## config.mk

```make
export PLATFORM = sky130hd
export DESIGN_NAME = min_priority_queue
export DESIGN_NICKNAME = d
export VERILOG_FILES = /design/src/rtl/mpq_pkg.sv /design/src/rtl/min_priority_queue.sv
export SDC_FILE = /design/constraint.sdc
export NUM_CORES = 1
export LEC_CHECK = 0
export ABC_CLOCK_PERIOD_IN_PS = 6300
export BUFFER_PORTS_ARGS = -buffer_cell sky130_fd_sc_hd__clkbuf_2
export CORE_UTILIZATION = 55
export CTS_CLUSTER_SIZE = 8
export DETAILED_ROUTE_END_ITERATION = 8
export PLACE_DENSITY = 0.72
export RECOVER_POWER = 25
export SYNTH_ARGS = -nofsm -noshare
export SYNTH_HDL_FRONTEND = slang
export SYNTH_SLANG_ARGS = --single-unit
export TNS_END_PERCENT = 10
```

## constraint.sdc

```tcl
create_clock -name clk_i -period 6.3 [get_ports clk_i]
set_clock_uncertainty 0.05 [all_clocks]
set_input_delay 0.945 -clock clk_i [delete_from_list [all_inputs] [get_ports clk_i]]
set_output_delay 0.945 -clock clk_i [all_outputs]
set_load 0.005 [all_outputs]
```

## src/rtl/mpq_pkg.sv

```systemverilog
// ----------------------------------------------------------------------------
// mpq_pkg: shared types for the minimum priority queue
// Request and result words, status codes and sequencer states.
// ----------------------------------------------------------------------------
package mpq_pkg;

  localparam int unsigned ValueW = 32;
  localparam int unsigned OccW   = 5;

  // request kind
  typedef enum logic {
    REQ_INSERT = 1'b0,
    REQ_DELETE = 1'b1
  } mpq_req_e;

  // result status
  typedef enum logic [1:0] {
    STATUS_OK    = 2'd0,
    STATUS_EMPTY = 2'd1,
    STATUS_FULL  = 2'd2
  } mpq_status_e;

  // sequencer states
  typedef enum logic [2:0] {
    ST_IDLE,
    ST_SCAN,
    ST_LAST,
    ST_MOVE,
    ST_RESP
  } mpq_state_e;

  // input word
  typedef struct packed {
    mpq_req_e                  req_type;
    logic signed [ValueW-1:0]  value;
  } mpq_in_t;

  // output word
  typedef struct packed {
    logic signed [ValueW-1:0]  removed_value;
    mpq_status_e               status;
    logic [OccW-1:0]           occupancy;
  } mpq_out_t;

endpackage

```

## src/rtl/min_priority_queue.sv

```systemverilog
// ----------------------------------------------------------------------------
// min_priority_queue: bounded minimum priority queue
// Unordered entry memory; delete-min scans all entries with one comparator.
// ----------------------------------------------------------------------------
//
//  channel | direction | handshake                  | word
//  --------+-----------+----------------------------+-----------------------
//  in      | input     | in_valid_i / in_ready_o    | mpq_in_t  in_data_i
//  out     | output    | out_valid_o / out_ready_i  | mpq_out_t out_data_o
//
//  Insert, or delete on an empty queue: ST_RESP, then ready again in ST_IDLE.
//  Delete: ST_SCAN over all n entries, ST_LAST, ST_MOVE, ST_RESP; the scan
//  reads one entry per cycle into one signed comparator (single read port).
//  One request is in flight at a time; a new word is taken while the previous
//  result still sits in the output register.
//  Reset clears the fill count and the handshake state; memory needs no clear.
//  A stalled output holds the sequencer in its response state.
// ----------------------------------------------------------------------------
module min_priority_queue #(
  parameter int unsigned QUEUE_DEPTH = 16
) (
  input  logic              clk_i,
  input  logic              rst_ni,
  input  logic              in_valid_i,
  output logic              in_ready_o,
  input  mpq_pkg::mpq_in_t  in_data_i,
  output logic              out_valid_o,
  input  logic              out_ready_i,
  output mpq_pkg::mpq_out_t out_data_o
);
  import mpq_pkg::*;

  localparam int unsigned AddrW = $clog2(QUEUE_DEPTH);
  localparam int unsigned CntW  = $clog2(QUEUE_DEPTH + 1);

  // entry memory
  logic signed [ValueW-1:0] mem_q [QUEUE_DEPTH];
  logic signed [ValueW-1:0] rdata_q;
  logic                     mem_we;
  logic [AddrW-1:0]         mem_waddr;
  logic [AddrW-1:0]         mem_raddr;
  logic signed [ValueW-1:0] mem_wdata;

  // sequencer and datapath registers
  mpq_state_e               st_q, st_d;
  logic [CntW-1:0]          cnt_q, cnt_d;
  logic [AddrW-1:0]         idx_q, idx_d;
  logic [AddrW-1:0]         pos_q, pos_d;
  logic signed [ValueW-1:0] best_q, best_d;
  mpq_out_t                 res_q, res_d;
  mpq_out_t                 out_q, out_d;
  logic                     out_valid_q, out_valid_d;

  logic [AddrW-1:0]         last_idx;
  logic                     is_full;

  assign last_idx = AddrW'(cnt_q - 1'b1);
  assign is_full  = (cnt_q == CntW'(QUEUE_DEPTH));

  // memory: one write port, one registered read port
  always_ff @(posedge clk_i) begin
    if (mem_we) begin
      mem_q[mem_waddr] <= mem_wdata;
    end
    rdata_q <= mem_q[mem_raddr];
  end

  // control state
  always_ff @(posedge clk_i or negedge rst_ni) begin
    if (!rst_ni) begin
      st_q        <= ST_IDLE;
      cnt_q       <= '0;
      out_valid_q <= 1'b0;
    end else begin
      st_q        <= st_d;
      cnt_q       <= cnt_d;
      out_valid_q <= out_valid_d;
    end
  end

  // payload registers
  always_ff @(posedge clk_i) begin
    idx_q  <= idx_d;
    pos_q  <= pos_d;
    best_q <= best_d;
    res_q  <= res_d;
    out_q  <= out_d;
  end

  // sequencer: next state, memory control and result
  always_comb begin
    st_d        = st_q;
    cnt_d       = cnt_q;
    idx_d       = idx_q;
    pos_d       = pos_q;
    best_d      = best_q;
    res_d       = res_q;
    out_d       = out_q;
    out_valid_d = out_valid_q && !out_ready_i;
    mem_we      = 1'b0;
    mem_waddr   = AddrW'(cnt_q);
    mem_wdata   = in_data_i.value;
    mem_raddr   = '0;
    in_ready_o  = 1'b0;

    unique case (st_q)
      ST_IDLE: begin
        in_ready_o = 1'b1;
        if (in_valid_i) begin
          res_d.removed_value = '0;
          res_d.status        = STATUS_OK;
          res_d.occupancy     = OccW'(cnt_q);
          if (in_data_i.req_type == REQ_INSERT) begin
            st_d = ST_RESP;
            if (is_full) begin
              res_d.status = STATUS_FULL;
            end else begin
              mem_we          = 1'b1;
              cnt_d           = cnt_q + 1'b1;
              res_d.occupancy = OccW'(cnt_d);
            end
          end else if (cnt_q == '0) begin
            res_d.status = STATUS_EMPTY;
            st_d         = ST_RESP;
          end else begin
            // start scan at entry 0
            idx_d = '0;
            st_d  = ST_SCAN;
          end
        end
      end

      ST_SCAN: begin
        // rdata_q holds entry idx_q; fetch the next one
        mem_raddr = AddrW'(idx_q + 1'b1);
        if (idx_q == '0 || rdata_q < best_q) begin
          best_d = rdata_q;
          pos_d  = idx_q;
        end
        if (idx_q == last_idx) begin
          st_d = ST_LAST;
        end else begin
          idx_d = AddrW'(idx_q + 1'b1);
        end
      end

      ST_LAST: begin
        // fetch the tail entry to fill the hole
        mem_raddr = last_idx;
        st_d      = ST_MOVE;
      end

      ST_MOVE: begin
        mem_we              = 1'b1;
        mem_waddr           = pos_q;
        mem_wdata           = rdata_q;
        cnt_d               = cnt_q - 1'b1;
        res_d.removed_value = best_q;
        res_d.status        = STATUS_OK;
        res_d.occupancy     = OccW'(cnt_d);
        st_d                = ST_RESP;
      end

      ST_RESP: begin
        if (!out_valid_q || out_ready_i) begin
          out_d       = res_q;
          out_valid_d = 1'b1;
          st_d        = ST_IDLE;
        end
      end

      default: begin
        st_d = ST_IDLE;
      end
    endcase
  end

  assign out_valid_o = out_valid_q;
  assign out_data_o  = out_q;

endmodule

```

==> flow_metrics.py <==
metrics = {
    "synthesis": {
        "netlist_instances": 1329,
        "ys.flop_type": "edfxtp_1",
        "syn_nets": 1401,
        "async_flop_share_pct": 1.34,
        "netlist_area_mm2": 0.0262,
        "yosysSeqAreaShare_pct": 75.7,
        "avgSynthCellArea_um2": 19.7,
        "yosys_warnings": 0,
        "yosysUniqueCellTypes": 52,
        "synth_edf_count": 630,
        "ys_ff_latch": 671,
    },
    "power_and_ir_drop": {
        "power_density_mw_per_mm2": 495,
        "power_leakage_nw": 10.2,
        "pwr-share-seq_pct": 41.3,
        "netSwitchingPower_mw": 4.46,
        "sw_frac_of_total_pct": 30.2,
        "pwr-share-comb_pct": 27.8,
        "p_int_mw": 10.3,
        "power_mw": 14.8,
        "clock_power_share_pct": 31.0,
        "ir_drop_mv": 0.525,
    },
    "setup_path": {
        "slowest_stage": "clkbuf_1",
        "ff2ff_setup_slack_ns": 2.32,
        "worstSetupStartpointType": "register",
        "required_ns": 6.73,
        "cp_num_buf_inv": 1,
        "critPathCaptureType": "register",
        "worst-path-max-fanout": 44,
        "cp_top_family": "buffers and inverters",
        "crit_chain": "nor2_1, nand2_1, a21oi_4, clkbuf_1, mux2_2",
        "max_stage_delay_ns": 2.33,
        "path_class": "register to register",
        "cp.arrival_ns": 4.41,
    },
    "clock_tree": {
        "cts_root_buf": "clkbuf_16",
        "clockBufferDepth": 3,
        "htree_levels": 3,
        "cts_setup_buffers": 0,
        "cts_tree": "built",
        "clock_latency_ns": 0.62,
        "postCtsHoldBufs": 0,
        "post_cts_resized": 0,
        "cts_buffers": 93,
        "cts_num_sinks": 671,
        "clk_pin_slew_ns": 0.05,
    },
    "timing": {
        "finalHoldViolations": 0,
        "max_slew_margin_pct": -118,
        "period_share_pct": 63.2,
        "timing.fmax_mhz": 251,
        "setup_viol": 0,
        "worst_slew_pin_slew_ns": 3.27,
        "tns_ns": 0,
        "min_period_ns": 3.98,
        "final_max_slew_viol_count": 85,
        "rsz0062_at_grt": "false",
    },
    "floorplanning": {
        "rows": 79,
        "core_mm2": 0.0468,
        "die_w_um": 220,
        "die_h_um": 220,
        "ioPinCount": 78,
        "die-area_mm2": 0.0484,
        "start_util_pct": 55.9,
    },
    "cells_and_area": {
        "ff_latch_area_mm2": 0.0198,
        "multi_input_area_mm2": 0.00596,
        "syn2layout_area_growth_pct": 14.1,
        "num-fill-cells": 3117,
        "final_nets": 1536,
        "n_antenna_cell": 0,
        "fin_util_pct": 63.8,
        "layout_common_cells": "edfxtp_1 (630), nand2_1 (123), mux4_2 (122)",
        "drive_gt1_share_pct": 20.6,
        "mostFrequentLayoutCell": "edfxtp_1",
    },
    "detailed_routing": {
        "first_pass_iters": 9,
        "totalWireLength_um": 52900,
        "antenna_left": 0,
        "wl_per_cell_um": 24.7,
        "via_per_inst": 5.90,
        "drt-initial-drc-count": 1355,
        "vias": 12641,
        "drc": 10,
    },
    "placement": {
        "globalplace.congestion": 0.787,
        "io_buffers": 77,
        "hpwl_um": 29400,
    },
    "run_status": {
        "outcome": "finished, violations left",
        "violations": "DRC, capacitance limit, slew limit",
    },
    "global_route": {
        "grt_pass1_wl_um": 79100,
        "grt_overflow": 0,
        "grt_start_max_net_pins": 129,
        "grt_util_all_layers_pct": 22.7,
        "antenna_found_initial": 0,
        "grt_pass1_vias": 12899,
    },
    "hold_path": {
        "hold_path_class": "input port to async pin",
    },
    "run": {
        "cap_violations": 2,
    },
}
-- routing by layer --
metal  vias up  share of wire [%]  track usage [%]  routed length (µm)
met1      6530                 42             31.0               22000
met2       488                 49             36.5               26000
li1       5532                  -                -                   -
met4         0                2.0             7.40                1080
met3        91                7.2             5.11                3830
met5         -                  0                0                   0
-- path summary, 6_finish.rpt --
check | from | to | cells past startpoint
worst max register to register | st_q[1]$_DFFE_PN0P_ | cnt_q[2]$_DFFE_PN0P_ | 5
worst min-delay path | rst_ni | st_q[2]$_DFFE_PN0P_ | 1
worst min register to register | res_q[23]$_SDFFCE_PN0P_ | out_data_o[23]$_DFFE_PP_ | 0
max in group asynchronous | rst_ni | out_valid_o$_DFF_PN0_ | 1
min in group clk_i | res_q[23]$_SDFFCE_PN0P_ | out_data_o[23]$_DFFE_PP_ | 0
worst max-delay path | st_q[1]$_DFFE_PN0P_ | cnt_q[2]$_DFFE_PN0P_ | 5
-- per-stage QoR --
step,hold WS (ns),worst slack [ns],instance area (µm²),cells
6_report,0.253,2.32,29800,2144
5_1_grt,0.283,1.97,29800,2144
4_1_cts,0.130,2.37,29900,2144
3_5_place_dp,0.356,2.41,27200,1976
3_3_place_gp,0.353,2.55,27200,1976
2_1_floorplan,0.350,0.715,26200,1329
-- cells by family (layout without fill, tap and decap cells) --
group | count (synthesis) | in the layout | share of synthesized area (%)
xor gates and xnor gates | 14 | 14 | 0.469
and+or+nand+nor | 235 | 235 | 3.91
buffers and inverters | 94 | 302 | 2.14
DFF | 671 | 671 | 75.7
adders and majority gates | 35 | 35 | 1.67
muxes | 225 | 225 | 14.8
AOI/OAI and AO/OA | 55 | 55 | 1.32
-- registers in the layout, summed over array words and instances (netlist names) --
| name | count |
|---|---|
| best_q | 32 |
| cnt_q | 5 |
| idx_q | 4 |
| mem_q | 512 |
| out_data_o | 39 |
| out_valid_o | 1 |
| pos_q | 4 |
| rdata_q | 32 |
| res_q | 39 |
| st_q | 3 |
-- synthesized netlist by cell type, types with 4 or more instances --
library cell	count	area [µm²]
mux2i_1	96	961
mux4_1	6	158
nor2_1	62	233
nand2b_1	4	25.0
nand2_1	123	462
nand4_1	5	31.3
a21oi_1	21	105
dfxtp_1	32	641
mux4_2	122	2750
edfxtp_1	630	18900
ha_1	35	438
dfrtp_1	9	225
buf_8	9	135
buf_2	23	115
nor3_1	11	55.1
xor2_1	6	52.6
inv_1	37	139
nand3_1	5	25.0
buf_6	8	90.1
clkbuf_1	14	52.6
xnor2_1	8	70.1
nor3b_1	4	30.0
and2_1	4	25.0
a31oi_1	6	37.5
o21ai_0	10	50.1
-- layout make-up --
class                   instances  share of cell area, %
well taps                     607                   2.54
clock buffers                 164                   8.83
clock inverters                 4                  0.168
multi-input cells             564                   20.0
flip-flops and latches        671                   66.3
repair buffers                 97                   1.73
inverters                      37                  0.465
-- power groups by stage --
stage / sequential, mW / clock [mW] / combinational (mW)
3_3_place_gp: 6.13 / 0 / 4.09
3_5_place_dp: 6.16 / 0 / 4.17
6_report: 6.10 / 4.57 / 4.11
2_1_floorplan: 6.03 / 0 / 3.20
4_1_cts: 6.08 / 4.63 / 4.19
5_1_grt: 6.15 / 4.82 / 4.47
No activity file was read; power rests on OpenSTA's default activity.
